[src/rtl/core/llti_pkg.sv]
// Package for the log-log table interpolator: payload types, widths, states.
// No dependencies.
package llti_pkg;

   localparam int PointCount = 64;
   localparam int IdxW       = 6;
   localparam int CntW       = 7;
   localparam int LogFrac    = 24;

   typedef struct packed {
      logic        command;
      logic [5:0]  point_index;
      logic [31:0] energy;
      logic [31:0] point_value;
   } req_type;

   typedef struct packed {
      logic [31:0] cross_section;
      logic        below_table;
      logic        above_table;
   } rsp_type;

   localparam logic CmdLoad  = 1'b0;
   localparam logic CmdQuery = 1'b1;

   typedef enum logic [4:0] {
      ST_IDLE, ST_RD0, ST_CHK0, ST_SCAN, ST_SCANW, ST_HIT, ST_RDA, ST_RDAW,
      ST_LX1, ST_LX2, ST_LQ, ST_LY1, ST_LY2, ST_MUL, ST_DIV, ST_DIVW,
      ST_EXP, ST_EXPW, ST_DONE
   } state_type;

   // log2 unit operands are 32 bit; result signed, 24 fractional bits
   typedef logic signed [31:0] log_type;

endpackage

[src/rtl/core/llti_log2.sv]
// Iterative fixed-point log2: one squaring per cycle, 24 fraction bits.
// Depends on llti_pkg.
module llti_log2 import llti_pkg::*; (
   input  logic        clock,
   input  logic        reset,
   input  logic        start,
   input  logic [31:0] value,
   output logic        done,
   output log_type     result
);

   logic [32:0] m_ff, m_in;
   logic [23:0] frac_ff, frac_in;
   logic [4:0]  cnt_ff, cnt_in;
   logic [4:0]  p_ff, p_in;
   logic        busy_ff, busy_in;
   logic [65:0] sq;
   logic [33:0] sh;
   logic [31:0] v;
   logic [4:0]  p;
   logic [23:0] frac_nxt;
   logic signed [5:0] ip;

   always_comb begin
      v = (value == 32'd0) ? 32'd1 : value;
      p = 5'd0;
      for (int i = 0; i < 32; i++) begin
         if (v[i]) begin
            p = 5'(i);
         end
      end
   end

   assign sq = {33'd0, m_ff} * {33'd0, m_ff};
   assign sh = sq[64:31];
   assign frac_nxt = {frac_ff[22:0], sh[32]};

   always_comb begin
      m_in = m_ff;
      frac_in = frac_ff;
      cnt_in = cnt_ff;
      p_in = p_ff;
      busy_in = busy_ff;
      if (start) begin
         m_in = {1'b0, v << (5'd31 - p)};
         frac_in = '0;
         cnt_in = '0;
         p_in = p;
         busy_in = 1'b1;
      end else if (busy_ff) begin
         if (sh[32]) begin
            m_in = sh[33:1];
         end else begin
            m_in = sh[32:0];
         end
         frac_in = frac_nxt;
         cnt_in = cnt_ff + 5'd1;
         if (cnt_ff == 5'(LogFrac - 1)) begin
            busy_in = 1'b0;
         end
      end
   end

   always_ff @(posedge clock) begin
      m_ff <= m_in;
      frac_ff <= frac_in;
      cnt_ff <= cnt_in;
      p_ff <= p_in;
      if (reset) begin
         busy_ff <= 1'b0;
      end else begin
         busy_ff <= busy_in;
      end
   end

   // result is valid in the done cycle, even if a new start arrives with it
   assign done = busy_ff && (cnt_ff == 5'(LogFrac - 1));
   assign ip = $signed({1'b0, p_ff}) - 6'sd16;
   assign result = {{2{ip[5]}}, ip, frac_nxt};

endmodule

[config.mk]
export PLATFORM = sky130hd
export DESIGN_NAME = llti_log2
export DESIGN_NICKNAME = d
export VERILOG_FILES = /design/src/rtl/core/llti_pkg.sv /design/src/rtl/core/llti_log2.sv
export SDC_FILE = /design/constraint.sdc
export NUM_CORES = 2
export LEC_CHECK = 0
export BUFFER_PORTS_ARGS = -buffer_cell sky130_fd_sc_hd__buf_2
export CORE_MARGIN = 3
export CORE_UTILIZATION = 24
export DETAILED_ROUTE_END_ITERATION = 10
export PLACE_DENSITY = 0.38
export RECOVER_POWER = 25
export SLEW_MARGIN = 10
export SYNTH_ARGS = -nofsm -noshare
export SYNTH_HDL_FRONTEND = slang
export SYNTH_SLANG_ARGS = --single-unit
[constraint.sdc]
create_clock -name clock -period 28.9 [get_ports clock]
set_input_delay 7.225 -clock clock [delete_from_list [all_inputs] [get_ports clock]]
set_output_delay 7.225 -clock clock [all_outputs]
set_load 0.05 [all_outputs]
==> results.tsv <==
stage	metric	value	unit
logic_synthesis	asr flop ratio synth	0	
logic_synthesis	Synth Instances	3609	
route	Avg Vias per Cell	4.20	
global_route	antenna violations before repair	6	
global_route	grt met2 use	0.265	
logic_synthesis	Synth area leader	fa_1	
global_route	GR Layer Usage met1	0.213	
floorplanning	full die area	146000	µm²
sta	min cycle time layout	17470	ps
logic_synthesis	Yosys cell types	70	
critical_path	CP required	21670	ps
logic_synthesis	Mapped Nets	4770	
critical_path	critical path startpoint category	register	
finish	area grow syn2layout	7.96	%
floorplanning	Initial Util	0.242	
global_route	first-pass GRT wire length	169	mm
place	IO Port Bufs	67	
logic_synthesis	number of synthesized register bits	67	
flow_run	number of max-cap violations	1	
logic_synthesis	most numerous cell in the Yosys netlist	inv_1	
place	post-DP HPWL	86.3	mm
logic_synthesis	Syn. warnings	0	
clock_tree	Max Buffers Root-to-Sink	2	
global_route	global-route usage over all layers	0.154	
route	DRT Wirelength	109	mm
route	initial drt markers	1126	
clock_tree	worst skew pair latency	350	ps
sta	worst slew pin tran	3390	ps
critical_path	crit path max fanout	34	
clock_tree	TritonCTS clock tree	built	
route	post-detailed-route DRC marker count	0	
run_status	failing checks	max-capacitance violations, max-slew violations	
run_status	status	finished, violations left	
route	First-pass DRT Iterations	5	
logic_synthesis	number of flops mapped to enable cells by yosys	37	
sta	Slew HR	-1.26	
logic_synthesis	share of the synthesized area in the top cell type	0.508	
logic_synthesis	Seq/Total Area, Yosys	0.0506	
critical_path	crit path capture type	output port	
route	DR WL/cell	19.9	µm
global_route	GR met3 Demand/Resource	0.0150	
floorplanning	Rows	137	
logic_synthesis	ys flop type	edfxtp_1	
clock_tree	Post-CTS Hold Buffers	0	
floorplanning	Die Ht	381	µm
clock_tree	# clock sinks	67	
finish	antenna cells	0	
clock_tree	Post-CTS Setup Inserts	0	
sta	Max Freq	0.0573	GHz
sta	crit share post-route	0.604	
route	Final ANT Viol Nets	0	
finish	share of layout cells above drive strength 1	0.0417	
place	GPL Wtd Cong	0.840	
global_route	busiest layer in global routing	met2	
route	DR vias	22991	
clock_tree	TritonCTS buffer count	9	
global_route	pin count of the biggest net entering global routing	74	
floorplanning	Die Width	381	µm
clock_tree	Reg clk slew, reported paths	70	ps
critical_path	Crit path arrival time	10240	ps
logic_synthesis	synth cell count leaders	inv_1, fa_1, nand2_1	
sta	final hold vios	0	
finish	Final Net Count	4749	
sta	Final Max Tran Viols	74	
global_route	gr ovfl total	0	
sta	RSZ-0062 raised after global routing	false	
floorplanning	Ports	68	
logic_synthesis	Avg Inst Size Synth	9.38	µm²
clock_tree	post-cts gate resize count	0	
logic_synthesis	Synth area leaders	fa_1, inv_1, ha_1	
sta	Post-Route Skew	9.90	ps
sta	Setup TNS	0	ps
finish	Layout Utilization	0.261	
critical_path	worst reg-to-reg setup slack	18390	ps
floorplanning	core region area	140000	µm²
hold_path	Hold WC Path Type	reg -> reg	
global_route	vias in the first global route	26435	
critical_path	critical path class	reg -> out	
sta	final setup fails	0	
logic_synthesis	Cell Area, Synth	33800	µm²
clock_tree	Max H-tree Level	3	
clock_tree	clock root buffer	clkbuf_16	
-- cell usage in the layout, fill, tap and decap left out, drive strengths merged, types with 10 or more instances in the layout --
cell type / synthesis / layout
a211oi: 11 / 11
a21o: 32 / 32
a21oi: 89 / 89
a31oi: 10 / 10
and2: 217 / 217
buf: 17 / 105
clkbuf: 123 / 12
dfxtp: 30 / 30
edfxtp: 37 / 37
fa: 859 / 859
ha: 267 / 267
inv: 1021 / 1025
mux2i: 101 / 101
nand2: 314 / 314
nand3: 21 / 21
nand4: 12 / 12
nor2: 190 / 190
nor2b: 10 / 10
nor3: 18 / 18
o21ai: 45 / 45
o22ai: 14 / 14
xnor2: 28 / 28
xor2: 25 / 25
-- state kept, by name (all words and copies together) (netlist names) --
| register | cells |
|---|---|
| cnt_ff | 5 |
| p_ff | 5 |
| busy_ff | 1 |
| m_ff | 33 |
| frac_ff | 23 |
-- worst max-delay path, cell delays in order, from the launching register on --
cell and delay [ps]:
edfxtp_1 320, buf_4 480, clkinv_1 830, nor2_1 500, fa_1 530, fa_1 530
fa_1 560, inv_1 70, fa_1 500, inv_1 50, fa_1 550, fa_1 440
fa_1 520, fa_1 410, ha_1 450, nand4_1 230, o21ai_0 630, a2111oi_0 220
a21boi_2 220, o31ai_2 430, a2111o_1 260, nand3_4 410, inv_4 380, buf_2 320
-- area by class of cell --
| class | count | area [µm²] |
|---|---|---|
| fillers | 15145 | 103000 |
| multi-input cells | 2373 | 27700 |
| inverters | 1029 | 3860 |
| well taps | 1876 | 2350 |
| flip-flops and latches | 67 | 1710 |
| repair buffers | 108 | 637 |
| clock buffers | 9 | 225 |
| clock inverters | 7 | 60.1 |
-- stage by stage --
| stage | setup WS [ps] | std cells | area, µm² | hold slack, ps |
|---|---|---|---|---|
| final | 11430 | 5469 | 36500 | 492 |
| after global routing | 11100 | 5469 | 36500 | 543 |
| after CTS | 11430 | 5469 | 36500 | 500 |
| after detailed placement | 11830 | 5453 | 36200 | 487 |
| after global placement | 11880 | 5453 | 36200 | 481 |
| after floorplan | 14290 | 3609 | 33800 | 479 |
-- layer usage --
layer  part of all wire  up-vias  routed length [µm]
li1                   -    10600                   -
met1               0.46    11892               49600
met2               0.49      426               53200
met3              0.036       73                3970
met4              0.019        0                2120
met5                  0        -                   0
-- kinds of logic after synthesis --
| kind of cell | count (synthesis) | synth area share |
|---|---|---|
| xor+xnor | 53 | 0.0137 |
| fa+ha+maj | 1126 | 0.607 |
| simple gates | 819 | 0.114 |
| buf+inv | 1169 | 0.132 |
| mux | 107 | 0.0319 |
| flops | 67 | 0.0506 |
| compound gates | 268 | 0.0517 |
-- worst paths after layout --
kind | end | from | cells past startpoint
min reg2reg | frac_ff[0] | frac_ff[0] | 2
max reg2reg | m_ff[23] | m_ff[9] | 25
min | frac_ff[0] | frac_ff[0] | 2
max | result[0] | m_ff[9] | 23
Power is left out: the tool's default activity adds up to more than one toggle a clock period on the data nets, which glitch-free logic cannot reach.
