<file path="src/rtl/core/llti_pkg.sv">
// Package for the log-log table interpolator: payload types, widths, states.
// No dependencies.
package llti_pkg;

   localparam int PointCount = 64;
   localparam int IdxW       = 6;
   localparam int CntW       = 7;
   localparam int LogFrac    = 24;

   typedef struct packed {
      logic        command;
      logic [5:0]  point_index;
      logic [31:0] energy;
      logic [31:0] point_value;
   } req_type;

   typedef struct packed {
      logic [31:0] cross_section;
      logic        below_table;
      logic        above_table;
   } rsp_type;

   localparam logic CmdLoad  = 1'b0;
   localparam logic CmdQuery = 1'b1;

   typedef enum logic [4:0] {
      ST_IDLE, ST_RD0, ST_CHK0, ST_SCAN, ST_SCANW, ST_HIT, ST_RDA, ST_RDAW,
      ST_LX1, ST_LX2, ST_LQ, ST_LY1, ST_LY2, ST_MUL, ST_DIV, ST_DIVW,
      ST_EXP, ST_EXPW, ST_DONE
   } state_type;

   // log2 unit operands are 32 bit; result signed, 24 fractional bits
   typedef logic signed [31:0] log_type;

endpackage

</file>
<file path="src/rtl/core/llti_exp2.sv">
// Iterative exp2: Horner chain of square roots, each sqrt bit-serial.
// Depends on llti_pkg.
module llti_exp2 import llti_pkg::*; (
   input  logic               clock,
   input  logic               reset,
   input  logic               start,
   input  logic signed [63:0] y,
   output logic               done,
   output logic [31:0]        result
);

   // m <= 2^32 fits 33 bits; sqrt radicand m<<30 fits 64 bits
   logic [32:0] m_ff, m_in;
   logic [63:0] x_ff, x_in;
   logic [63:0] r_ff, r_in;
   logic [63:0] bit_ff, bit_in;
   logic [23:0] f_ff, f_in;
   logic [4:0]  k_ff, k_in;
   logic [4:0]  b_ff, b_in;
   logic        sat_ff, sat_in, zero_ff, zero_in;
   logic        busy_ff, busy_in, rt_ff, rt_in;
   logic        done_ff, done_in;
   logic signed [63:0] t;
   logic [32:0] md;
   logic [63:0] rad;
   logic [63:0] fin;

   assign t = y + 64'sd268435456;
   assign md = f_ff[0] ? {m_ff[31:0], 1'b0} : m_ff;
   assign rad = {md[33-1:0], 30'd0} >> 0;

   always_comb begin
      m_in = m_ff; x_in = x_ff; r_in = r_ff; bit_in = bit_ff;
      f_in = f_ff; k_in = k_ff; b_in = b_ff; sat_in = sat_ff;
      zero_in = zero_ff; busy_in = busy_ff; rt_in = rt_ff;
      done_in = 1'b0;
      if (start) begin
         zero_in = t[63];
         sat_in = !t[63] && (t >= 64'sd536870912);
         f_in = t[23:0];
         k_in = t[28:24];
         m_in = 33'h040000000;
         b_in = '0;
         rt_in = 1'b0;
         busy_in = !(zero_in || sat_in);
         // out of range: no chain to run, answer right away
         done_in = zero_in || sat_in;
      end else if (busy_ff) begin
         if (!rt_ff) begin
            // load the radicand for this fraction bit
            x_in = rad;
            r_in = '0;
            bit_in = 64'h4000000000000000;
            rt_in = 1'b1;
         end else if (bit_ff != 64'd0) begin
            if (x_ff >= r_ff + bit_ff) begin
               x_in = x_ff - (r_ff + bit_ff);
               r_in = (r_ff >> 1) + bit_ff;
            end else begin
               r_in = r_ff >> 1;
            end
            bit_in = bit_ff >> 2;
         end else begin
            m_in = r_ff[32:0];
            f_in = f_ff >> 1;
            b_in = b_ff + 5'd1;
            rt_in = 1'b0;
            if (b_ff == 5'(LogFrac - 1)) begin
               busy_in = 1'b0;
               done_in = 1'b1;
            end
         end
      end
   end

   always_ff @(posedge clock) begin
      m_ff <= m_in; x_ff <= x_in; r_ff <= r_in; bit_ff <= bit_in;
      f_ff <= f_in; k_ff <= k_in; b_ff <= b_in; sat_ff <= sat_in;
      zero_ff <= zero_in; rt_ff <= rt_in;
      if (reset) begin
         busy_ff <= 1'b0;
         done_ff <= 1'b0;
      end else begin
         busy_ff <= busy_in;
         done_ff <= done_in;
      end
   end

   assign done = done_ff;

   // final scale on the registered mantissa, valid while done is high
   assign fin = ({31'd0, m_ff} << k_ff) >> 30;

   always_comb begin
      if (zero_ff) begin
         result = '0;
      end else if (sat_ff || (fin[63:32] != 32'd0)) begin
         result = 32'hFFFFFFFF;
      end else begin
         result = fin[31:0];
      end
   end

endmodule

</file>
<file path="config.mk">
export PLATFORM = sky130hd
export DESIGN_NAME = llti_exp2
export DESIGN_NICKNAME = d
export VERILOG_FILES = /design/src/rtl/core/llti_pkg.sv /design/src/rtl/core/llti_exp2.sv
export SDC_FILE = /design/constraint.sdc
export NUM_CORES = 1
export LEC_CHECK = 0
export BUFFER_PORTS_ARGS = -buffer_cell sky130_fd_sc_hd__buf_2
export CAP_MARGIN = 10
export CORE_ASPECT_RATIO = 1.5
export CORE_MARGIN = 2
export CORE_UTILIZATION = 60
export CTS_BUF_LIST = sky130_fd_sc_hd__clkbuf_4 sky130_fd_sc_hd__clkbuf_8
export DETAILED_ROUTE_END_ITERATION = 16
export PLACE_DENSITY_LB_ADDON = 0.08
export SYNTH_ARGS = -nofsm -noshare
export SYNTH_HDL_FRONTEND = slang
export SYNTH_SLANG_ARGS = --single-unit
export TNS_END_PERCENT = 20
</file>
<file path="constraint.sdc">
create_clock -name clock -period 15.7 [get_ports clock]
set_clock_uncertainty 0.2 [all_clocks]
set_input_delay 3.14 -clock clock [delete_from_list [all_inputs] [get_ports clock]]
set_output_delay 3.14 -clock clock [all_outputs]
set_load 0.005 [all_outputs]
</file>
==> results.yml <==
place:
  portBuffers: 99
  dpl.hpwl_um: 48790
  pre_cts_ws_ps: 8679
  gp_congestion: 0.9724
worst_setup_path:
  arrival_ps: 7280
  crit_required_ps: 15790
  critPathLaunchType: "flip-flop"
  criticalPathCategory: "reg -> reg"
  crit_path_max_fanout: 46
  cp-end-kind: "flip-flop"
global_route:
  grt_overflow_total: 0
  antenna_found_initial: 1
  grt_first_pass_wirelength_um: 100600
  grt_pass1_vias: 18740
  grt_max_degree: 78
  grt_use_total_pct: 34.78
logic_synthesis:
  seq_area_frac_synth_pct: 31.05
  synth.area.top_cells: "edfxtp_1 (27%), ha_1 (7.9%), a21oi_1 (5.6%)"
  synth_edf_count: 191
  synthAdderAreaFrac_pct: 7.977
  synth_compound_area_share_pct: 24.45
  avgSynthCellArea_um2: 8.338
  synth-xor-area-share_pct: 6.264
  synth-main-ff-cell: "edfxtp_1"
  yosysUniqueCellTypes: 88
  synthCells: 2532
  netlist_area_mm2: 0.02111
  synthMuxAreaShare_pct: 5.920
  synth.most_common_cell: "nand2_1"
  synth_common_cells: "nand2_1 (315), a21oi_1 (238), edfxtp_1 (191)"
  synthSimpleGateAreaFrac_pct: 20.20
  async_flop_share_pct: 0
  synth_top_family_by_area: "compound AO/OA/AOI/OAI gates"
  ys_ff_latch: 232
  synthesis.nets: 2733
  synth_top_area_cell: "edfxtp_1"
  yosysWarnings: 0
  yosys.area.top_type_share_pct: 27.17
detailed_routing:
  vias_per_cell: 6.545
  ant_nets: 0
  vias: 19880
  drt_wl_total_um: 64780
  dr.pass1.iters: 6
  drc: 0
  avgRoutedWirePerCell_um: 21.32
  drt_iter0_drc: 1558
power:
  p_leak_nw: 8.672
  pwr_density_cell_mw_per_mm2: 59.81
  ir_drop_mv: 0.08127
worst_hold_path:
  worst_hold_path_type: "reg -> reg"
die:
  dieWidth_um: 157.2
  fp.coreArea_mm2: 0.03489
  fp.dieH_um: 233.7
  fp-row-count: 84
  die_area_mm2: 0.03674
  start_util_pct: 60.51
  pin_count: 100
layout:
  nets: 2733
  seq_area_mm2: 0.006560
  multiInputGateArea_mm2: 0.01371
  area_delta_synth_final_pct: 6.732
  final_layout_size_suffix_gt1_share_pct: 10.53
  nFillCells: 3030
sta:
  finalSetupViolCount: 0
  rsz0062_at_grt: "no"
  setup_ws_ps: 8515
  finalMaxSlewViolations: 0
  maxClockFrequency_mhz: 139.2
  hold_viol: 0
  relSlewSlack_pct: 19.53
  fin_crit_ps: 7185
  timing.setup.tns_ps: 0
  tightest_slew_ps: 1196
  min_period_over_period_pct: 45.77
clock_tree:
  cts.hold.buffers_added: 0
  path_clk_slew_ps: 70
  cts_buffers: 40
  clock_sinks: 232
  post-cts-setup-buffers: 0
  insertion_delay_ps: 590
  post_cts_resized: 0
  cts_buffer_depth: 3
  cts_tree: "yes"
  htreeDepth: 2
  cts_root_buffer: "clkbuf_8"
run:
  drv_cap: 0
status:
  status: "completed"
[through the flow]
step	area [um^2]	hold slack [ps]	std cells	util, %	power [mW]
2_1_floorplan	21110	249.2	2532	-	0.7444
3_3_place_gp	21690	260.6	2962	62.17	0.7742
3_5_place_dp	21690	275.0	2962	62.17	0.7757
4_1_cts	22520	283.3	3036	64.53	1.356
5_1_grt	22530	305.7	3037	64.57	1.390
6_report	22530	282.5	3038	64.58	1.348
[cells in the final DEF (no fill, tap or decap), types with 9 or more instances in the layout]
master,count
and4_1,19
o21ai_1,9
and2_1,62
o31ai_1,17
clkinv_2,10
xor2_1,86
buf_2,99
a31oi_1,90
a21o_1,53
clkbuf_8,44
o211ai_1,20
mux2i_1,45
inv_1,61
nand4_1,54
dfxtp_1,40
o21bai_1,22
nor2_1,179
nor2b_1,26
a31o_2,11
nand2_1,315
nand2b_1,24
nand3_1,68
ha_1,133
mux2_2,41
buf_4,14
xnor2_1,65
and3_1,18
nor4_1,21
a21boi_0,10
edfxtp_1,191
or3_1,29
o22ai_1,10
o21ai_0,144
o31a_1,12
mux4_2,15
nor3_1,38
o21a_1,21
a21oi_1,237
a211oi_1,68
[worst max-delay path, cell delays in order, from the launching register on]
cell	delay [ps]
edfxtp_1	520
ha_1	410
nand2_1	80
or4_1	630
a211oi_2	560
o21ai_1	300
a21boi_1	350
o2111ai_1	170
a21boi_1	280
xnor2_1	110
ha_1	370
and2_1	290
nand3_2	150
or3_1	390
or4_1	410
o21ai_1	130
nor2_1	220
a21oi_4	530
buf_4	540
a21o_1	180
a21oi_1	60
[layer usage]
metal	track usage, %	share of wire (%)	up-vias
li1	-	-	9509
met4	17.78	5.3	2
met2	60.25	49	811
met1	42.12	39	9387
met5	0	0.012	-
met3	4.583	6.4	174
[final cells by class]
type / instances / area share (%)
repair buffers: 114 / 2.732
multi-input cells: 2082 / 60.83
clock inverters: 23 / 0.7329
flip-flops and latches: 232 / 29.11
well taps: 473 / 2.626
inverters: 62 / 1.038
diodes: 1 / 0.01110
clock buffers: 51 / 2.921
[power by group]
part,total [mW],internal [mW],leakage [nW],switching [mW]
combinational,0.0949,0.0407,6.19,0.0541
sequential,0.669,0.665,2.05,0.00345
clock,0.584,0.310,0.425,0.274
[final timing paths]
check	endpoint	slack, ps	start	cells past startpoint
max reg2reg	r_ff[59]	8510	r_ff[8]	20
min reg2reg	b_ff[1]	280	b_ff[1]	2
max	r_ff[59]	8510	r_ff[8]	20
min	b_ff[1]	280	b_ff[1]	2
[cell families (layout without fill, tap and decap cells)]
family	count (synthesis)	after routing
simple gates	886	886
flops	232	232
buf+inv	218	250
fa+ha+maj	134	134
mux	101	101
compound gates	810	810
xor+xnor	151	151
other cells	0	1
[flip-flops by register name (all words and copies together), names as in the netlist]
signal,flops
m_ff,33
done,1
f_ff,24
zero_ff,1
sat_ff,1
k_ff,5
r_ff,64
x_ff,64
b_ff,5
bit_ff,32
rt_ff,1
busy_ff,1
Note: power is estimated with default switching activity, not from simulation.
