[config.mk]
export PLATFORM = sky130hd
export DESIGN_NAME = llti_divider
export DESIGN_NICKNAME = d
export VERILOG_FILES = /design/src/rtl/core/llti_pkg.sv /design/src/rtl/core/llti_divider.sv
export SDC_FILE = /design/constraint.sdc
export NUM_CORES = 1
export LEC_CHECK = 0
export ABC_AREA = 1
export BUFFER_PORTS_ARGS = -buffer_cell sky130_fd_sc_hd__buf_2
export CAP_MARGIN = 20
export CORE_MARGIN = 2
export CORE_UTILIZATION = 41
export CTS_CLUSTER_SIZE = 10
export DETAILED_ROUTE_END_ITERATION = 10
export MAX_ROUTING_LAYER = met4
export PLACE_DENSITY = 0.66
export SLEW_MARGIN = 5
export SYNTH_ARGS = -nofsm -noshare
export SYNTH_HDL_FRONTEND = slang
export SYNTH_SLANG_ARGS = --single-unit
[constraint.sdc]
create_clock -name clock -period 9.4 [get_ports clock]
set_input_delay 2.35 -clock clock [delete_from_list [all_inputs] [get_ports clock]]
set_output_delay 2.35 -clock clock [all_outputs]
set_load 0.005 [all_outputs]
[src/rtl/core/llti_pkg.sv]
// Package for the log-log table interpolator: payload types, widths, states.
// No dependencies.
package llti_pkg;

   localparam int PointCount = 64;
   localparam int IdxW       = 6;
   localparam int CntW       = 7;
   localparam int LogFrac    = 24;

   typedef struct packed {
      logic        command;
      logic [5:0]  point_index;
      logic [31:0] energy;
      logic [31:0] point_value;
   } req_type;

   typedef struct packed {
      logic [31:0] cross_section;
      logic        below_table;
      logic        above_table;
   } rsp_type;

   localparam logic CmdLoad  = 1'b0;
   localparam logic CmdQuery = 1'b1;

   typedef enum logic [4:0] {
      ST_IDLE, ST_RD0, ST_CHK0, ST_SCAN, ST_SCANW, ST_HIT, ST_RDA, ST_RDAW,
      ST_LX1, ST_LX2, ST_LQ, ST_LY1, ST_LY2, ST_MUL, ST_DIV, ST_DIVW,
      ST_EXP, ST_EXPW, ST_DONE
   } state_type;

   // log2 unit operands are 32 bit; result signed, 24 fractional bits
   typedef logic signed [31:0] log_type;

endpackage

[src/rtl/core/llti_divider.sv]
// Restoring signed divider, one quotient bit per cycle, truncating to zero.
// Depends on llti_pkg.
module llti_divider import llti_pkg::*; (
   input  logic               clock,
   input  logic               reset,
   input  logic               start,
   input  logic signed [63:0] num,
   input  logic signed [63:0] den,
   output logic               done,
   output logic signed [63:0] quo
);

   logic [63:0] q_ff, q_in;
   logic [63:0] r_ff, r_in;
   logic [63:0] d_ff, d_in;
   logic [6:0]  cnt_ff, cnt_in;
   logic        neg_ff, neg_in;
   logic        busy_ff, busy_in;
   logic [64:0] trial;

   assign trial = {r_ff, q_ff[63]} - {1'b0, d_ff};

   always_comb begin
      q_in = q_ff;
      r_in = r_ff;
      d_in = d_ff;
      cnt_in = cnt_ff;
      neg_in = neg_ff;
      busy_in = busy_ff;
      if (start) begin
         q_in = num[63] ? 64'(-num) : num;
         d_in = den[63] ? 64'(-den) : den;
         r_in = '0;
         cnt_in = '0;
         neg_in = num[63] ^ den[63];
         busy_in = 1'b1;
      end else if (busy_ff) begin
         if (!trial[64]) begin
            r_in = trial[63:0];
            q_in = {q_ff[62:0], 1'b1};
         end else begin
            r_in = {r_ff[62:0], q_ff[63]};
            q_in = {q_ff[62:0], 1'b0};
         end
         cnt_in = cnt_ff + 7'd1;
         if (cnt_ff == 7'd63) begin
            busy_in = 1'b0;
         end
      end
   end

   always_ff @(posedge clock) begin
      q_ff <= q_in;
      r_ff <= r_in;
      d_ff <= d_in;
      cnt_ff <= cnt_in;
      neg_ff <= neg_in;
      if (reset) begin
         busy_ff <= 1'b0;
      end else begin
         busy_ff <= busy_in;
      end
   end

   assign done = busy_ff && (cnt_ff == 7'd63);
   assign quo = neg_in ? 64'(-q_in) : q_in;

endmodule

==> flow_results.org <==
** Status
- The run finished with clean final reports.

** Synth
- Averaged over all synthesized cells, the footprint is roughly 6 um2.
- Of all flip-flops after synthesis, the portion carrying an async set or reset was 0%.
- Flip-flop and latch count after synthesis :: 201
- The synthesized design contains 64 enable-type register cells.
- When the netlist entered floorplanning its net count stood at 3417.
- The most used flip-flop cell after synthesis is sky130_fd_sc_hd__dfxtp_1.
- Top area cells in the synthesized netlist :: sky130_fd_sc_hd__nand2_1, sky130_fd_sc_hd__dfxtp_1, sky130_fd_sc_hd__edfxtp_1
- Area leader, netlist :: sky130_fd_sc_hd__nand2_1
- After synthesis, the largest area contributor takes up 18.54% of total cell area.
- The mapped netlist covers 0.01938 mm2.
- Synth cell types :: between 50 and 60
- Sequential cells were found to cover 24.07% of the synthesized design area.
- Gate Count Post-Synth :: 3218
- For this run, the number of Yosys warnings is 0.

** Setup path
- The critical path is of the in -> out type.
- For this run, the slowest stage of the critical path takes 0.76 ns.
- STA puts the critical path data arrival time at 5.39 ns.
- Most prevalent standard cell on the critical path :: sky130_fd_sc_hd__nand2_1
- Critical-path cell with the highest stage delay :: sky130_fd_sc_hd__o21ai_1
- STA puts the critical path data required time at between 7 and 8 ns.
- The worst setup path is launched from an input pin.
- Worst Setup End Kind :: output pin
- The signal on the critical path passes through buf_2, buf_12, nand3_1, a31oi_1, inv_1, nor2_1, nand2_1, inv_1, nand3_2, o21ai_1, nand3_1, nand2_1, nand2_1, buf_2.
- Worst-path fanout max :: 68

** Final layout
- Core utilization of the finished layout :: 46.68%
- Fill cells in the final layout number 5112.
- The net count of the finished layout is between 3k and 4k.
- Footprint of the multi-input gates :: 0.01272 mm2
- Relative to the synthesized area, the layout overhead comes to 12.15%.
- Layout cells sized above 1 :: 12.02%
- The sequential cells in the finished layout cover a total of 0.004668 mm2.
- Leaving out filler cells and counting taps, the final layout contains 4018.

** Place
- The count of buffers added on input and output ports is 195.
- Number of cells after detailed placement :: 3944
- HPWL Detailed :: about 60000 um
- RD Place Congestion :: 1.027

** Global route
- Global routing finished with a remaining overflow of 0.
- Number of global-route vias before repair :: 19.92k
- Number of antenna violations at the first check in global routing :: 25
- Pin count of the biggest net entering global routing :: 109
- Overall routing resource usage :: 29.51%
- The first global-routing pass estimated between 100000 and 150000 um of wire.

** Power
- Dividing total power by cell area gives a power density of 126.4 mW/mm2.
- In this run the static leakage power is ~10 nW.
- The worst-case IR drop observed on VDD is 0.1480 mV.

** Timing
- The worst pin sits at a relative slew slack of between 20 and 30%.
- For this run, the top clock speed supported by timing is 0.1291 GHz.
- The final max-slew violation count came to 0.
- Time the worst path needs with I/O delays and setup :: just under 8 ns
- Clock skew after layout :: 0.01640 ns
- Slew of the pin with the lowest slew margin :: 1.105 ns
- Setup repair after global routing left no endpoint under its margin.
- Count of endpoints failing hold in the final timing report :: 0
- Dividing the final minimum period by the clock period gives 82.38%.
- # setup viols final :: 0
- For the final routed database, the setup TNS stands at 0 ns.

** Routing
- After detailed routing, the average wire length per cell comes to 18.08 um.
- After the first detailed-routing iteration, the DRC count stood at 1620.
- In the routed design, unresolved DRC markers number 0.
- Final ANT Viol Nets :: 0
- The routed design has between 70000 and 80000 um of wire.
- Vias per inst :: 5.249
- 1st-pass router iterations :: 6
- For this block, the via count after detailed routing is 21.09k.

** Floorplan
- Floorplan core area :: 0.04656 mm2
- Number of ports placed on the die boundary :: 196
- Measured along the x axis, the die boundary spans 221.4 um.
- In this run the vertical extent of the chip is 221.4 um.
- Cell row count :: 79
- Initial core utilization :: 41.62%
- The die covers 0.04902 mm2.

** Clock network
- The longest clock path from root to sink contains 3 buffers.
- The root buffer cell chosen for the clock tree is sky130_fd_sc_hd__clkbuf_16.
- Count of buffers added by post-CTS timing repair for setup :: 0
- Number of levels the H-tree was split into :: 1
- CTS hold repair buffers :: 0
- Clk Latency, worst-skew pair :: 0.56 ns
- Counting the buffers created by CTS gives 27.
- TritonCTS built the clock tree.
- Clock input transition at the sequential cells of the worst setup and hold paths :: 0.06 ns
- Clock net sink count :: about 200
- After clock tree synthesis, the repair step resized 0 gates.

** Hold path
- The min-delay analysis places its worst path in the category reg -> reg.

** Run
- Max-cap violations in this run came to 0.
==> registers in the layout, summed over array words and instances (netlist names) <==
| signal | count |
|---|---|
| cnt_ff | 7 |
| busy_ff | 1 |
| r_ff | 64 |
| d_ff | 64 |
| q_ff | 64 |
| neg_ff | 1 |
==> power breakdown <==
part           total (W)  switching [W]  internal, W
sequential      0.000999      0.0000298     0.000969
clock           0.000987       0.000423     0.000564
combinational   0.000762       0.000517     0.000245
total            0.00275       0.000970      0.00178
==> per-layer routing <==
| layer | global-route usage, % | routed length (um) | vias to the layer above |
|---|---|---|---|
| met5 | - | 0 | - |
| met2 | 48.77 | 33430 | 642 |
| li1 | - | - | 10730 |
| met3 | 5.192 | 4577 | 153 |
| met4 | 10.18 | 2950 | 0 |
| met1 | 36.21 | 31670 | 9562 |
==> stage by stage <==
stage,hold slack [ns],setup slack (ns),total power [W],area [um2]
finish,0.4796,1.656,0.002747,21730
global route,0.5022,1.373,0.002885,21730
global placement,0.4735,1.664,0.001772,20850
floorplan,0.4518,2.851,0.001494,19380
CTS,0.4813,1.689,0.002760,21670
detailed placement,0.4710,1.693,0.001769,20850
==> worst max-delay path, delay by kind of cell <==
family | cells | cell delay [ns]
simple gates | 7 | 0.89
compound gates | 2 | 1.21
buf+inv | 5 | 0.93
==> cells in the final DEF, fill, tap and decap left out, drive strengths merged, types with 10 or more instances in the layout <==
cell type	count
nand2	1000
nor2	433
inv	423
nand3	230
buf	209
a21oi	207
o21ai	182
dfxtp	137
xor2	91
ha	67
edfxtp	64
nand4	50
xnor2	45
clkbuf	44
nor3	37
o211ai	35
o21bai	27
diode	25
nor4	19
nand3b	18
a31oi	14
or2	10
==> final timing paths <==
kind         slack (ns)  startpoint        end  cells past startpoint
min reg2reg        0.48   cnt_ff[6]  cnt_ff[6]                      2
min                0.48   cnt_ff[6]  cnt_ff[6]                      2
max reg2reg        5.66    q_ff[63]   r_ff[54]                     21
max                1.66     num[63]    quo[48]                     14
==> cell type report <==
class	count	share of cell area [%]
antenna	25	0.2879
clock buffer	43	3.570
clock inverter	6	0.2015
inverter	421	7.284
multi-input combinational	2505	58.52
sequential	201	21.48
tap	607	3.495
timing repair buffer	210	5.165
==> cell usage after synthesis, types with 6 or more instances <==
| cell | instances |
|---|---|
| sky130_fd_sc_hd__or2_2 | 9 |
| sky130_fd_sc_hd__o21ai_0 | 143 |
| sky130_fd_sc_hd__nor2_1 | 395 |
| sky130_fd_sc_hd__nand4_1 | 50 |
| sky130_fd_sc_hd__nand2_1 | 957 |
| sky130_fd_sc_hd__inv_2 | 28 |
| sky130_fd_sc_hd__edfxtp_1 | 64 |
| sky130_fd_sc_hd__o21ai_1 | 27 |
| sky130_fd_sc_hd__nor2_4 | 12 |
| sky130_fd_sc_hd__o21bai_1 | 26 |
| sky130_fd_sc_hd__nand3b_1 | 18 |
| sky130_fd_sc_hd__xor2_1 | 91 |
| sky130_fd_sc_hd__ha_1 | 67 |
| sky130_fd_sc_hd__o211ai_1 | 35 |
| sky130_fd_sc_hd__a31oi_1 | 13 |
| sky130_fd_sc_hd__nand3_2 | 9 |
| sky130_fd_sc_hd__nand2_2 | 39 |
| sky130_fd_sc_hd__a21oi_1 | 203 |
| sky130_fd_sc_hd__buf_1 | 6 |
| sky130_fd_sc_hd__o21ai_2 | 10 |
| sky130_fd_sc_hd__inv_1 | 392 |
| sky130_fd_sc_hd__buf_2 | 34 |
| sky130_fd_sc_hd__nor2_2 | 25 |
| sky130_fd_sc_hd__xnor2_1 | 45 |
| sky130_fd_sc_hd__clkbuf_1 | 44 |
| sky130_fd_sc_hd__nand3_1 | 218 |
| sky130_fd_sc_hd__nor4_1 | 19 |
| sky130_fd_sc_hd__dfxtp_1 | 137 |
| sky130_fd_sc_hd__nor3_1 | 33 |
==> logic make-up after synthesis <==
logic type | after synthesis | share of synthesized area, %
AND/OR/NAND/NOR | 1805 | 40.27
buffers and inverters | 512 | 10.31
AO/OA/AOI/OAI | 496 | 14.77
flip-flops | 201 | 24.07
XOR/XNOR | 136 | 6.147
adder cells (fa/ha/maj) | 68 | 4.430
Note: power is estimated with default switching activity, not from simulation.
